`src/design/wacm_pkg.sv`:
```
// ----------------------------------------------------------------------------
// wacm_pkg
// Shared widths, constants and controller types for the channel mixer.
// ----------------------------------------------------------------------------
package wacm_pkg;

    localparam int SAMPLE_W       = 16;
    localparam int VOL_W          = 8;
    localparam int CHAN_W         = 5;
    localparam int MAX_VOLUME     = 128;
    localparam int HEADROOM_EXTRA = 2;

    // signed sample times zero-extended volume
    localparam int PROD_W = SAMPLE_W + VOL_W + 1;
    localparam int MAG_W  = SAMPLE_W + VOL_W;
    // divisor (channels + 2) * MAX_VOLUME, channels up to 31
    localparam int DEN_W  = 13;
    // the quotient magnitude always fits the sample width
    localparam int QUO_W  = SAMPLE_W;
    localparam int DIV_STEPS = QUO_W;
    localparam int CNT_W  = $clog2(DIV_STEPS);

    typedef enum logic [1:0] {
        ST_IDLE,
        ST_MUL,
        ST_DIV,
        ST_ACC
    } t_state;

    typedef struct packed {
        logic load;
        logic mul;
        logic div_step;
        logic acc;
    } t_cmd;

    typedef struct packed {
        logic last;
        logic out_blocked;
    } t_sts;

endpackage

```
`src/design/wacm_ctrl.sv`:
```
// ----------------------------------------------------------------------------
// wacm_ctrl
// Sequencer for one request: multiply, divide steps, accumulate.
// ----------------------------------------------------------------------------
module wacm_ctrl
    import wacm_pkg::*;
(
    input  logic i_clk,
    input  logic i_rst_n,
    input  logic i_in_valid,
    output logic o_in_stall,
    input  t_sts i_sts,
    output t_cmd o_cmd
);

    t_state           r_state, n_state;
    logic [CNT_W-1:0] r_cnt, n_cnt;
    logic             w_div_done;

    assign w_div_done = (r_cnt == CNT_W'(DIV_STEPS - 1));

    always_ff @(posedge i_clk) begin
        if (!i_rst_n) begin
            r_state <= ST_IDLE;
            r_cnt   <= '0;
        end else begin
            r_state <= n_state;
            r_cnt   <= n_cnt;
        end
    end

    always_comb begin
        n_state = r_state;
        n_cnt   = r_cnt;
        unique case (r_state)
            ST_IDLE: begin
                if (i_in_valid) begin
                    n_state = ST_MUL;
                end
            end
            ST_MUL: begin
                n_state = ST_DIV;
                n_cnt   = '0;
            end
            ST_DIV: begin
                n_cnt = r_cnt + CNT_W'(1);
                if (w_div_done) begin
                    n_state = ST_ACC;
                end
            end
            ST_ACC: begin
                // hold while a finished mix still waits downstream
                if (!(i_sts.last && i_sts.out_blocked)) begin
                    n_state = ST_IDLE;
                end
            end
            default: n_state = ST_IDLE;
        endcase
    end

    always_comb begin
        o_cmd = '0;
        unique case (r_state)
            ST_IDLE: o_cmd.load     = i_in_valid;
            ST_MUL:  o_cmd.mul      = 1'b1;
            ST_DIV:  o_cmd.div_step = 1'b1;
            ST_ACC:  o_cmd.acc      = !(i_sts.last && i_sts.out_blocked);
            default: o_cmd = '0;
        endcase
    end

    assign o_in_stall = (r_state != ST_IDLE) || !i_rst_n;

endmodule

```
`src/design/wacm_dpath.sv`:
```
// ----------------------------------------------------------------------------
// wacm_dpath
// Product, radix-2 restoring divider, accumulator and output register.
// ----------------------------------------------------------------------------
module wacm_dpath
    import wacm_pkg::*;
(
    input  logic                       i_clk,
    input  logic                       i_rst_n,
    input  logic signed [SAMPLE_W-1:0] i_sample,
    input  logic        [VOL_W-1:0]    i_volume,
    input  logic        [CHAN_W-1:0]   i_active_channels,
    input  logic                       i_first_channel,
    input  logic                       i_last_channel,
    input  t_cmd                       i_cmd,
    output t_sts                       o_sts,
    output logic                       o_out_valid,
    input  logic                       i_out_stall,
    output logic signed [SAMPLE_W-1:0] o_mixed_sample
);

    logic signed [SAMPLE_W-1:0] r_sample;
    logic        [VOL_W-1:0]    r_volume;
    logic        [CHAN_W-1:0]   r_chans;
    logic                       r_first;
    logic                       r_last;

    logic        [DEN_W-1:0]    r_den;
    logic        [DEN_W-1:0]    r_rem;
    logic        [QUO_W-1:0]    r_dvd;
    logic                       r_neg;
    logic        [SAMPLE_W-1:0] r_acc;
    logic                       r_out_valid;
    logic        [SAMPLE_W-1:0] r_mixed;

    logic signed [PROD_W-1:0]   w_prod;
    logic        [PROD_W-1:0]   w_abs;
    logic        [MAG_W-1:0]    w_mag;
    logic        [DEN_W-1:0]    w_den;
    logic        [DEN_W:0]      w_trial;
    logic        [DEN_W:0]      w_diff;
    logic                       w_ge;
    logic        [SAMPLE_W-1:0] w_contrib;
    logic        [SAMPLE_W-1:0] w_base;
    logic        [SAMPLE_W-1:0] w_sum;

    assign w_prod = $signed(r_sample) * $signed({1'b0, r_volume});
    assign w_abs  = w_prod[PROD_W-1] ? PROD_W'(-w_prod) : PROD_W'(w_prod);
    assign w_mag  = w_abs[MAG_W-1:0];
    assign w_den  = DEN_W'(({1'b0, r_chans} + (CHAN_W + 1)'(HEADROOM_EXTRA)) * MAX_VOLUME);

    // one quotient bit a cycle, remainder stays below the divisor
    assign w_trial = {r_rem, r_dvd[QUO_W-1]};
    assign w_diff  = w_trial - {1'b0, r_den};
    assign w_ge    = (w_trial >= {1'b0, r_den});

    assign w_contrib = r_neg ? (-r_dvd) : r_dvd;
    assign w_base    = r_first ? '0 : r_acc;
    assign w_sum     = w_base + w_contrib;

    always_ff @(posedge i_clk) begin
        if (i_cmd.load) begin
            r_sample <= i_sample;
            r_volume <= i_volume;
            r_chans  <= i_active_channels;
            r_first  <= i_first_channel;
            r_last   <= i_last_channel;
        end
        if (i_cmd.mul) begin
            r_den <= w_den;
            r_neg <= w_prod[PROD_W-1];
            // upper product bits are below the smallest divisor
            r_rem <= DEN_W'(w_mag[MAG_W-1:QUO_W]);
            r_dvd <= w_mag[QUO_W-1:0];
        end else if (i_cmd.div_step) begin
            r_rem <= w_ge ? w_diff[DEN_W-1:0] : w_trial[DEN_W-1:0];
            r_dvd <= {r_dvd[QUO_W-2:0], w_ge};
        end
        if (i_cmd.acc && r_last) begin
            r_mixed <= w_sum;
        end
    end

    always_ff @(posedge i_clk) begin
        if (!i_rst_n) begin
            r_acc       <= '0;
            r_out_valid <= 1'b0;
        end else begin
            if (i_cmd.acc) begin
                r_acc <= w_sum;
            end
            if (i_cmd.acc && r_last) begin
                r_out_valid <= 1'b1;
            end else if (!i_out_stall) begin
                r_out_valid <= 1'b0;
            end
        end
    end

    assign o_sts.last        = r_last;
    assign o_sts.out_blocked = r_out_valid && i_out_stall;
    assign o_out_valid       = r_out_valid;
    assign o_mixed_sample    = $signed(r_mixed);

endmodule

```
`src/design/weighted_audio_channel_mixer.sv`:
```
// ----------------------------------------------------------------------------
// weighted_audio_channel_mixer
// Mixes per-channel samples, scaled by volume and headroom, into one sample.
// ----------------------------------------------------------------------------
// Input channel: i_in_valid / o_in_stall carry one channel's sample, volume,
// active channel count and first/last flags. A request is taken when valid
// is high and stall is low.
// Each request is scaled to sample*volume/((channels+2)*128), truncated
// towards zero, and added to a 16-bit wrapping accumulator. A first flag
// clears the accumulator before adding; a last flag sends the sum out.
// Sequence: after a request is accepted the sequencer runs a multiply step,
// the steps of the radix-2 restoring divider (one quotient bit per cycle)
// and an accumulate step; a last-flagged sum is then registered and shows
// on o_out_valid / o_mixed_sample. No new request is taken before then.
// Output channel: the result sits in an output register and holds while
// i_out_stall is high. The next request is already taken and worked on;
// only a second last-flagged result waits in the accumulate cycle.
// Reset (synchronous, active low) clears the accumulator, empties the
// output register and returns the sequencer to idle.
// ----------------------------------------------------------------------------
module weighted_audio_channel_mixer
    import wacm_pkg::*;
(
    input  logic                       i_clk,
    input  logic                       i_rst_n,
    input  logic                       i_in_valid,
    output logic                       o_in_stall,
    input  logic signed [SAMPLE_W-1:0] i_sample,
    input  logic        [VOL_W-1:0]    i_volume,
    input  logic        [CHAN_W-1:0]   i_active_channels,
    input  logic                       i_first_channel,
    input  logic                       i_last_channel,
    output logic                       o_out_valid,
    input  logic                       i_out_stall,
    output logic signed [SAMPLE_W-1:0] o_mixed_sample
);

    t_cmd w_cmd;
    t_sts w_sts;

    wacm_ctrl u_ctrl (
        .i_clk      (i_clk),
        .i_rst_n    (i_rst_n),
        .i_in_valid (i_in_valid),
        .o_in_stall (o_in_stall),
        .i_sts      (w_sts),
        .o_cmd      (w_cmd)
    );

    wacm_dpath u_dpath (
        .i_clk             (i_clk),
        .i_rst_n           (i_rst_n),
        .i_sample          (i_sample),
        .i_volume          (i_volume),
        .i_active_channels (i_active_channels),
        .i_first_channel   (i_first_channel),
        .i_last_channel    (i_last_channel),
        .i_cmd             (w_cmd),
        .o_sts             (w_sts),
        .o_out_valid       (o_out_valid),
        .i_out_stall       (i_out_stall),
        .o_mixed_sample    (o_mixed_sample)
    );

endmodule

```
`config.mk`:
```
export PLATFORM = sky130hd
export DESIGN_NAME = weighted_audio_channel_mixer
export DESIGN_NICKNAME = d
export VERILOG_FILES = /design/src/design/wacm_pkg.sv /design/src/design/wacm_ctrl.sv /design/src/design/wacm_dpath.sv /design/src/design/weighted_audio_channel_mixer.sv
export SDC_FILE = /design/constraint.sdc
export NUM_CORES = 1
export LEC_CHECK = 0
export BUFFER_PORTS_ARGS = -buffer_cell sky130_fd_sc_hd__buf_4
export CORE_UTILIZATION = 40
export CTS_CLUSTER_DIAMETER = 60
export DETAILED_ROUTE_END_ITERATION = 10
export PLACE_DENSITY_LB_ADDON = 0.08
export SYNTH_ARGS = -nofsm -noshare
export SYNTH_HDL_FRONTEND = slang
export SYNTH_SLANG_ARGS = --single-unit
```
`constraint.sdc`:
```
create_clock -name i_clk -period 7.2 [get_ports i_clk]
set_input_delay 0.72 -clock i_clk [delete_from_list [all_inputs] [get_ports i_clk]]
set_output_delay 0.72 -clock i_clk [all_outputs]
set_load 0.02 [all_outputs]
```
**After elaboration in Yosys (flattened, before gate mapping)**

Cells that the tools add are included.

- Memories: 0
- Logic and storage cells: 61
- Register bits after elaboration: 106
- RAM bits: 0
- Bits in latches: 0
- Bits in read-only memories: 0
- Input port bits: 35
- Output and inout port bits: 18

- Reduce and logical (&&, ||, !) cells: 11
- Bitwise logic cells: 0
- Shift operators: 0
- Equality and inequality tests: 8
- Add/subtract/negate cells: 6
- $lt $le $gt $ge: 1
- Divide/modulo/power cells: 0
- Mux-type cells: 19
- Multiply operators: 1

Operators with widths:

| cell | number |
|---|---|
| 16-bit two-way mux | 4 |
| 16-bit by 9-bit multiplier with 25-bit output | 1 |
| 24-bit two-way mux | 1 |
| 24-bit negator | 1 |
| 16-bit adder | 1 |
| 8-bit two-way mux | 2 |
| 16-bit negator | 1 |
| 14-bit by 13-bit >= comparator with 1-bit output | 1 |
| 13-bit two-way mux | 1 |
| 13-bit subtractor | 1 |
| 2-bit one-hot mux with 4 select lines | 1 |
| 4-bit one-hot mux with 2 select lines | 1 |
| 5-bit by 2-bit adder with 6-bit output, second input constant | 1 |
| 1-bit two-way mux | 6 |
| 2-bit two-way mux | 3 |
| 2-bit nonzero test | 3 |
| 4-bit by 1-bit adder with 4-bit output, second input constant | 1 |
| 2-bit == test, second input constant | 2 |
| 4-bit == test, second input constant | 1 |
| 2-bit by 1-bit inequality test with 1-bit output, second input constant | 2 |
| 2-bit inequality test, second input constant | 2 |
| 1-bit logical AND | 3 |
| 3-bit AND reduction | 1 |
| 2-bit by 1-bit == test with 1-bit output, second input constant | 1 |
| 3 further kinds | 4 |

**Longest topological paths before layout**

Gate-level depths: netlist of run 1.

- Depth in word-level cells: 6
- Depth in mapped cells: 24

**By module**

From an unflattened synthesis of run 1, not the netlist that was laid out.

- Cells, all modules: 1124
- Area total of the unflattened synthesis: 10606.4 um^2

By module, submodules not included:

| module | area each (um^2) | cells each | times used |
|---|---|---|---|
| wacm_dpath | 10219.8 | 1080 | 1 |
| wacm_ctrl | 386.6 | 44 | 1 |

**Least setup slack after synthesis of run 1**

No wires, ideal clock.

- Path kind: reg-to-reg
- From: register u_dpath.r_volume[0]
- To: register u_dpath.r_rem[7] (data pin)
- Library setup time: 0.272 ns
- Slack: 1.384 ns
- Arrival: 5.544 ns
- Data required time: 6.928 ns
- Stages on the path, launching flop included: 22
- Cells stage by stage: edfxtp_1 clkbuf_1 clkbuf_1 nand2_1 fa_1 inv_1 fa_1 fa_1 inv_1 fa_1 inv_1 ha_1 buf_6 and3_4 nor2b_4 or3_4 or3_1 a211oi_2 nand4bb_1 a21oi_2 a2111oi_1 or4_1

- Longest elaborated chain between the ends: 4

RTL lines:

| what | line | text |
|---|---|---|
| start, declared | wacm_dpath.sv:23 | `logic [VOL_W-1:0] r_volume;` |
| start signal, assigned | wacm_dpath.sv:64 | `r_volume <= i_volume;` |
| 16-bit by 9-bit multiplier with 25-bit output * | wacm_dpath.sv:47 | `assign w_prod = $signed(r_sample) * $signed({1'b0, r_volume});` |
| 24-bit negator | wacm_dpath.sv:48 | `assign w_abs = w_prod[PROD_W-1] ? PROD_W'(-w_prod) : PROD_W'(w_prod);` |
| 24-bit two-way mux * | wacm_dpath.sv:48 |  |
| 8-bit two-way mux * | wacm_dpath.sv:69 | `if (i_cmd.mul) begin` |
| end signal, assigned | wacm_dpath.sv:73 | `r_rem <= DEN_W'(w_mag[MAG_W-1:QUO_W]);` |
| end signal, assigned | wacm_dpath.sv:76 | `r_rem <= w_ge ? w_diff[DEN_W-1:0] : w_trial[DEN_W-1:0];` |
| end, declared | wacm_dpath.sv:29 | `logic [DEN_W-1:0] r_rem;` |

Mark *: on every way between the ends. The rest lies on a longest branch, timed or not.
A chain may end at the register's enable or synchronous reset.

**Worst setup path after layout of run 1**

Ends and elaborated chain as after synthesis.

==> flow_summary.yaml, run 1 <==
run_status:
  status: "finished, violations left"
  failed_checks: "DRC"
synthesis:
  yosysMostFrequentCell: "inv_1"
  synth_top_cell_by_area: "edfxtp_1"
  syn-num-nets: 1361
  synth_cell_type_count: 81
  ys_ff_latch: 106
  synth_edf_count: 78
  yosys-top-cells-count: "177 x inv_1, 121 x nand2_1, 104 x fa_1"
  synth_top_area_share: 0.219
  synthesis.area_um2: 10700
  postSynth.asyncResetShare: 0
  synth_area_per_cell_um2: 9.35
  synthTopCellsByArea: "edfxtp_1 22%, fa_1 19%, ha_1 9.4%"
  yosys_warnings: 0
  postSynthCellCount: 1142
  ys.flop_type: "edfxtp_1"
  seq_area_frac_synth: 0.272
setup_path:
  required_ns: 7.30
  end_kind: "register"
  crit_fanout: 17
  worstSetupStartpointType: "register"
  critPathKind: "register to register"
  cp.arrival_ns: 6.47
cts:
  cts_tree: "done"
  cts_resized: 0
  postCtsHoldBufs: 0
  clk_latency_ns: 0.37
  numCtsBuffers: 9
  cts_root_buf: "clkbuf_16"
  cts.clk_slew.worst_paths_ns: 0.08
  cts_setup_buffers: 0
  h-tree-depth: 3
  clock-sinks: 106
  clockBufferDepth: 2
sta:
  worstMarginPinSlew_ns: 0.907
  timing.slew.headroom: 0.396
  rsz0062_at_grt: "no"
  drv_slew: 0
  finalHoldViolations: 0
  fin_worst_skew_ns: 0.0106
  setup_viol: 0
  clock.fmax_mhz: 157
  finalCritPeriodShare: 0.885
  fin_tns_setup_ns: 0
  fin_crit_ns: 6.37
route:
  detail-route-antenna-nets: 0
  num_vias: 7641
  routedWlPerCell_um: 15.2
  drtIter0Drc: 343
  wl_um: 23100
  drc: 12
  avgViaCountPerCell: 5.04
  dr.pass1.iters: 8
floorplan:
  die_w_um: 165
  core_um2: 26100
  start_util: 0.409
  chipHeight_um: 165
  dieArea_um2: 27400
  io_pins: 53
  row_count: 59
layout:
  fillers: 2565
  antenna_cells: 0
  layoutNonFillerInstCount: 1516
  drive_gt1_frac: 0.0830
  area_delta_synth_final_pct: 9.47
  nets: 1395
min_path:
  hp-class: "register to register"
run:
  cap_violations: 0
global_route:
  grt_max_degree: 55
  track_usage: 0.181
  grt_pass1_wl_um: 38900
  grt_pass1_vias: 7805
  antenna_found_initial: 0
  grt_overflow: 0
place:
  gp_congestion: 0.816
  portBuffers: 52
  dp_hpwl_um: 18500
  placed_cells: 1500
-- sequential cells by signal, summed over array words and instances (netlist names) --
signal                  flops
u_dpath.r_den               6
u_dpath.r_rem              13
u_dpath.r_neg               1
u_dpath.r_sample           16
u_dpath.o_out_valid         1
u_ctrl.r_state              2
u_ctrl.r_cnt                4
u_dpath.r_chans             5
u_dpath.r_first             1
u_dpath.r_last              1
u_dpath.r_dvd              16
u_dpath.r_acc              16
u_dpath.o_mixed_sample     16
u_dpath.r_volume            8
-- layer usage --
| layer | routed length (um) | part of all wire | GRT usage | up-vias |
|---|---|---|---|---|
| met2 | 11000 | 0.48 | 0.312 | 113 |
| met3 | 562 | 0.024 | 0.0250 | 35 |
| met5 | 0 | 0 | 0 | - |
| li1 | - | - | - | 3871 |
| met1 | 11000 | 0.47 | 0.234 | 3622 |
| met4 | 549 | 0.024 | 0.0566 | 0 |
-- path summary, 6_finish.rpt --
check	start	end	slack, ns	depth (start not counted)
worst max-delay path	u_dpath.r_volume[0]	u_dpath.r_rem[7]	0.83	20
worst min-delay path	u_dpath.r_chans[0]	u_dpath.r_den[7]	0.42	0
worst max register to register	u_dpath.r_volume[0]	u_dpath.r_rem[7]	0.83	20
worst min register to register	u_dpath.r_chans[0]	u_dpath.r_den[7]	0.42	0
-- kinds of logic (layout without fill, tap and decap cells) --
kind of cell,Yosys count,in the layout,synth area share
adder cells (fa/ha/maj),184,184,0.289
multiplexers,8,8,0.00797
XOR/XNOR,60,60,0.0492
AO/OA/AOI/OAI,192,192,0.123
AND/OR/NAND/NOR,381,381,0.183
buffers and inverters,211,250,0.0762
flip-flops,106,106,0.272
-- cell usage in the layout, fill, tap and decap left out, types with 4 or more instances in the layout --
| cell type | n |
|---|---|
| ha_1 | 79 |
| or2_2 | 4 |
| o31ai_1 | 6 |
| and3_1 | 11 |
| nand3_1 | 15 |
| o41ai_1 | 4 |
| buf_4 | 55 |
| nand2b_1 | 7 |
| or3_1 | 8 |
| and2_1 | 68 |
| edfxtp_1 | 78 |
| inv_1 | 177 |
| a21boi_0 | 4 |
| nand4_1 | 6 |
| nor3b_1 | 4 |
| o31a_1 | 4 |
| nor3_1 | 20 |
| mux2_2 | 4 |
| a21o_1 | 13 |
| a21oi_1 | 59 |
| a31oi_1 | 7 |
| mux2i_1 | 4 |
| clkbuf_16 | 9 |
| nor2b_1 | 23 |
| or4_1 | 7 |
| fa_1 | 104 |
| nand2_1 | 121 |
| dfxtp_1 | 28 |
| xnor2_1 | 43 |
| o21ai_0 | 26 |
| nor2_1 | 65 |
| o21a_1 | 8 |
| o21bai_1 | 4 |
| o211ai_1 | 7 |
| xor2_1 | 17 |
| o21ai_1 | 4 |
| a211oi_1 | 13 |
-- worst max-delay path, stage by stage (launching register included) --
cell and delay [ns]:
edfxtp_1 0.65, nand2_1 0.24, inv_1 0.10, fa_1 0.55
inv_1 0.15, fa_1 0.56, inv_1 0.05, fa_1 0.47
inv_1 0.05, fa_1 0.52, inv_1 0.04, ha_1 0.36
o21ai_0 0.19, nor2_1 0.28, a21o_1 0.16, nand2_1 0.06
o21ai_1 0.18, a21o_1 0.41, and2_1 0.45, a2111oi_1 0.08
or4_1 0.53
-- per-stage QoR --
step	area (um^2)	util	setup slack, ns	hold slack [ns]
after floorplan	10700	-	1.38	0.400
after global placement	11400	0.435	0.956	0.402
after detailed placement	11400	0.435	0.858	0.406
after CTS	11700	0.447	0.837	0.426
after global routing	11700	0.447	0.377	0.429
final	11700	0.447	0.831	0.423
-- final cells by class --
class	count	area [um^2]	area share
clock inverter	7	91.3	0.00781
inverter	179	672	0.0575
tap	335	419	0.0359
clock buffer	9	225	0.0193
sequential	106	2900	0.248
multi-input combinational	825	6970	0.596
timing repair buffer	55	413	0.0353
Power of run 1 is not shown: default switching activity piles up to over one toggle a cycle in this logic, so the estimate is an artifact.
==> run 2: changes to the inputs <==
CORE_MARGIN = 8   (was not set)
CTS_CLUSTER_SIZE = 14   (was not set)
clock period = 5.43 ns   (was 7.2 ns; I/O delays follow)
==> run 2 against run 1 <==
The flow finishes with violations (setup timing). Register-to-register slack worse by 1.0 ns. Cell area up 17%. Global-route usage down 2.5 points. Fmax up 14%. Sequential cell count unchanged. Non-clock buffer count up 153. Final cell count up 10%. Utilization up 6.6 points. Clock-buffer cell count unchanged. Clock skew up 0.0030 ns. First-iteration DRC count down 38%. Die area up 18%. Critical endpoint unchanged.
==> flow_summary.yaml, run 2 (synthesis results as in run 1) <==
setup_path:
  cp_common_cell: "fa_1"
  worstSetupStartpointType: "register"
  critPathKind: "register to register"
  required_ns: 5.54
  cp.arrival_ns: 5.70
  crit_fanout: 5
  end_kind: "register"
  cp_cell_sequence: "buf_6 > buf_12 > nand2_2 > fa_1 > inv_1 > fa_1 > inv_1 > fa_1 > fa_1 > inv_2 > ha_4 > o21a_1 > o31a_1 > buf_4 > o221a_4 > or4_4 > nand3_4 > and3_4 > nor3b_4 > a2111oi_4 > or4_1"
  slowest_delay_ns: 0.50
  slowest_stage: "fa_1"
sta:
  finalCritPeriodShare: 1.03
  rsz0062_at_grt: "yes"
  fin_tns_setup_ns: -0.349
  fin_worst_skew_ns: 0.0136
  clock.fmax_mhz: 179
  timing.slew.headroom: 0.189
  setup_viol: 7
  hold_slack_ns: 0.347
  fin_crit_ns: 5.60
  drv_slew: 0
  finalHoldViolations: 0
  worst_slack_ns: -0.166
  worstMarginPinSlew_ns: 1.22
place:
  dp_slack_ns: -0.344
  gp_congestion: 0.821
  portBuffers: 52
  dp_hpwl_um: 18700
global_route:
  grt_pass1_wl_um: 40700
  track_usage: 0.157
  grt_pass1_vias: 8372
  grt_overflow: 0
  grt_max_degree: 54
  antenna_found_initial: 0
layout:
  drive_gt1_frac: 0.265
  final_cell_mix: "183 x buf_4, 160 x inv_1, 111 x nand2_1"
  nets: 1548
  area_delta_synth_final_pct: 27.8
  antenna_cells: 0
  postLayoutCoreUtil: 0.514
  layout_commonest_cell: "buf_4"
cts:
  clockBufferDepth: 2
  h-tree-depth: 3
  cts_root_buf: "clkbuf_16"
  cts_tree: "done"
  numCtsBuffers: 9
  cts.clk_slew.worst_paths_ns: 0.08
  clock-sinks: 106
  clk_latency_ns: 0.37
route:
  wl_met1_um: 11300
  wl_um: 24300
  num_vias: 8201
  topRoutingLayerUsed: "met4"
  wl_met2_um: 12200
  avgViaCountPerCell: 4.90
  dr.pass1.iters: 6
  drtIter0Drc: 211
  detail-route-antenna-nets: 0
  routedWlPerCell_um: 14.5
  drc: 0
  met3_length_um: 489
floorplan:
  core_um2: 26600
  row_count: 60
  chipHeight_um: 179
  io_pins: 53
  dieArea_um2: 32200
  die_w_um: 179
  start_util: 0.402
run_status:
  failed_checks: "setup timing"
  status: "finished, violations left"
run:
  cap_violations: 0
min_path:
  hp-class: "input port to register"
## run 2: path summary, 6_finish.rpt
path,cells after the start,start,slack (ns),end
setup / recovery,21,u_dpath.r_volume[1],-0.17,u_dpath.r_rem[7]
hold reg to reg,0,u_dpath.r_chans[0],0.44,u_dpath.r_den[7]
setup reg to reg,21,u_dpath.r_volume[1],-0.17,u_dpath.r_rem[7]
hold / removal,1,i_sample[5],0.35,u_dpath.r_sample[5]
## run 2: per-layer routing
layer,up-vias,global-route usage
li1,4184,-
met1,3927,0.199
met2,74,0.281
met3,16,0.0191
met4,0,0.0323
met5,-,0
## run 2: layout make-up
| type | instances | area, um^2 |
|---|---|---|
| repair buffers | 208 | 1730 |
| inverters | 179 | 679 |
| clock buffers | 9 | 225 |
| multi-input cells | 825 | 7600 |
| clock inverters | 7 | 80.1 |
| fillers | 2506 | 12900 |
| well taps | 341 | 427 |
| flip-flops and latches | 106 | 2900 |
## run 2: critical path: cells and delay by family, from the launching register on
family | cells | cell delay, ns
AO/OA/AOI/OAI | 4 | 0.66
adder cells (fa/ha/maj) | 5 | 2.17
buffers and inverters | 6 | 0.56
flip-flops | 1 | 0.45
AND/OR/NAND/NOR | 6 | 1.47
## run 2: metrics by stage
stage | cell area, um^2 | std cells
after floorplan | 10800 | 1142
after global placement | 12300 | 1619
final | 13700 | 1675
after global routing | 13700 | 1675
after detailed placement | 12300 | 1619
after CTS | 13100 | 1654
## run 2: timing repair
action                     in CTS  in global routing
cloned                          2                  2
setup endpoints to repair      23                 24
gates resized for setup        60                 81
buffers inserted               18                 20
pin swaps                      53                 56
hold buffers                    0                  0
Power of run 2 is left out for the same reason.
==> run 3: changes to the inputs <==
ABC_AREA = 1   (was not set)
CORE_ASPECT_RATIO = 1.75   (was not set)
==> run 3 against run 2 <==
The run now ends clean. Global-route usage grew 0.064 points. Fmax grew 8.6%. Final cell count grew 14%. Non-clock buffer count shrank 127. Critical path depth grew 3. Worst hold slack lost 0.014 ns. Synthesized cell count grew 30%. Sequential share of layout area grew 2.0 points. Via count grew 7.0%. Register-to-register slack gained 0.44 ns. Cell area shrank 8.6%. Largest cell class unchanged.
==> flow_summary.yaml, run 3 <==
run:
  cap_violations: 0
sta:
  fin_crit_ns: 5.15
  finalHoldViolations: 0
  drv_slew: 0
  setup_viol: 0
  timing.slew.headroom: 0.397
  fin_worst_skew_ns: 0.0143
  clock.fmax_mhz: 194
  worstMarginPinSlew_ns: 0.902
  finalCritPeriodShare: 0.949
  worst_slack_ns: 0.277
  hold_slack_ns: 0.332
setup_path:
  critPathKind: "register to register"
  crit_fanout: 16
  required_ns: 5.53
  cp.arrival_ns: 5.25
  ff2ff_path_depth: 24
  end_kind: "register"
  worstSetupStartpointType: "register"
min_path:
  hp-class: "input port to register"
  worstHoldPathCells: 1
global_route:
  grt.busiest_layer: "met2"
  grt_max_degree: 42
  use_met2: 0.321
  grt_use_met1: 0.149
  grt_pass1_wl_um: 42300
  grtUsageMet3: 0.0218
  antenna_found_initial: 0
  track_usage: 0.157
  grt_overflow: 0
  grt_pass1_vias: 9063
place:
  dp_slack_ns: 0.0282
  gp_congestion: 0.854
  placed_cells: 1875
  portBuffers: 52
  dp_hpwl_um: 20800
synthesis:
  synth_edf_count: 78
  synth_cell_type_count: 40
  synthesis.area_um2: 11100
  postSynthCellCount: 1480
  synth_top_cell_by_area: "edfxtp_1"
  yosys-top-cells-count: "380 x nand2_1, 374 x inv_1, 104 x fa_1"
  seq_area_frac_synth: 0.260
  postSynth.asyncResetShare: 0
  ys.flop_type: "edfxtp_1"
  syn-num-nets: 1699
  synthTopCellsByArea: "edfxtp_1 21%, fa_1 19%, nand2_1 13%"
  ys_ff_latch: 106
  yosys_warnings: 0
  yosysMostFrequentCell: "nand2_1"
  synth_top_area_share: 0.210
  synth_area_per_cell_um2: 7.53
cts:
  cts.clk_slew.worst_paths_ns: 0.08
  cts_root_buf: "clkbuf_16"
  h-tree-depth: 3
  numCtsBuffers: 9
  clockBufferDepth: 2
  postCtsHoldBufs: 0
  clk_latency_ns: 0.38
  clock-sinks: 106
  cts_tree: "done"
floorplan:
  io_pins: 53
  row_count: 81
  die_w_um: 142
  start_util: 0.403
  chipHeight_um: 237
  dieArea_um2: 33700
  core_um2: 27700
layout:
  regArea_um2: 2900
  fillers: 2881
  postLayoutCoreUtil: 0.451
  area_delta_synth_final_pct: 12.0
  nets: 1743
  final_cell_mix: "373 x inv_1, 373 x nand2_1, 104 x fa_1"
  drive_gt1_frac: 0.0942
  antenna_cells: 0
  layoutNonFillerInstCount: 1902
  multi_input_area_um2: 6760
route:
  drtIter0Drc: 239
  avgViaCountPerCell: 4.61
  detail-route-antenna-nets: 0
  num_vias: 8773
  routedWlPerCell_um: 13.2
  drc: 0
  wl_um: 25100
  dr.pass1.iters: 5
run_status:
  status: "completed"
[run 3: metrics by stage]
step | setup TNS (ns) | instance area [um^2]
2_1_floorplan | 0 | 11100
3_3_place_gp | 0 | 11900
3_5_place_dp | 0 | 11900
4_1_cts | 0 | 12200
5_1_grt | -0.0301 | 12500
6_report | 0 | 12500
[run 3: metal layers]
metal	share of wire	wire length (um)	up-vias
li1	-	-	4570
met1	0.36	9060	4093
met2	0.59	14900	71
met3	0.020	489	39
met4	0.026	657	0
met5	0	0	-
[run 3: area by class of cell]
type / count / area share
Sequential cell: 106 / 0.233
Tap cell: 373 / 0.0374
Timing Repair Buffer: 81 / 0.0529
Inverter: 376 / 0.113
Multi-Input combinational cell: 950 / 0.541
Clock inverter: 7 / 0.00451
Clock buffer: 9 / 0.0180
[run 3: repair_timing]
action | 4_1_cts | 5_1_grt
gates resized for setup | 0 | 40
endpoints found under the setup margin | 0 | 23
setup buffers | 0 | 10
[run 3: kinds of logic (layout without fill, tap and decap cells)]
kind of cell / count (synthesis) / after routing / share of synthesized area
compound gates: 130 / 130 / 0.0617
xor+xnor: 51 / 51 / 0.0401
fa+ha+maj: 184 / 184 / 0.277
buf+inv: 424 / 473 / 0.145
flops: 106 / 106 / 0.260
simple gates: 585 / 585 / 0.216
[run 3: final timing paths]
kind	start	endpoint	slack, ns
setup / recovery	u_dpath.r_volume[5]	u_dpath.r_dvd[15]	0.28
setup reg to reg	u_dpath.r_volume[5]	u_dpath.r_dvd[15]	0.28
hold / removal	i_sample[14]	u_dpath.r_sample[14]	0.33
hold reg to reg	u_dpath.r_chans[0]	u_dpath.r_den[7]	0.43
[run 3: worst max-delay path, cell delays in order (launching register included)]
cell      delay, ns
edfxtp_1       0.56
buf_6          0.18
nand2_1        0.07
fa_1           0.54
inv_1          0.05
fa_1           0.48
fa_1           0.54
inv_1          0.05
fa_1           0.52
inv_1          0.04
ha_2           0.37
nand2_2        0.09
nor2_2         0.14
nand3_2        0.12
nand2_2        0.11
nand2_2        0.08
nand2_2        0.09
nand2_1        0.05
nand2_1        0.06
nand2_1        0.08
nand2_4        0.13
buf_12         0.16
o21ai_0        0.12
xor2_1         0.13
o21ai_0        0.07
Power of run 3 is left out for the same reason.
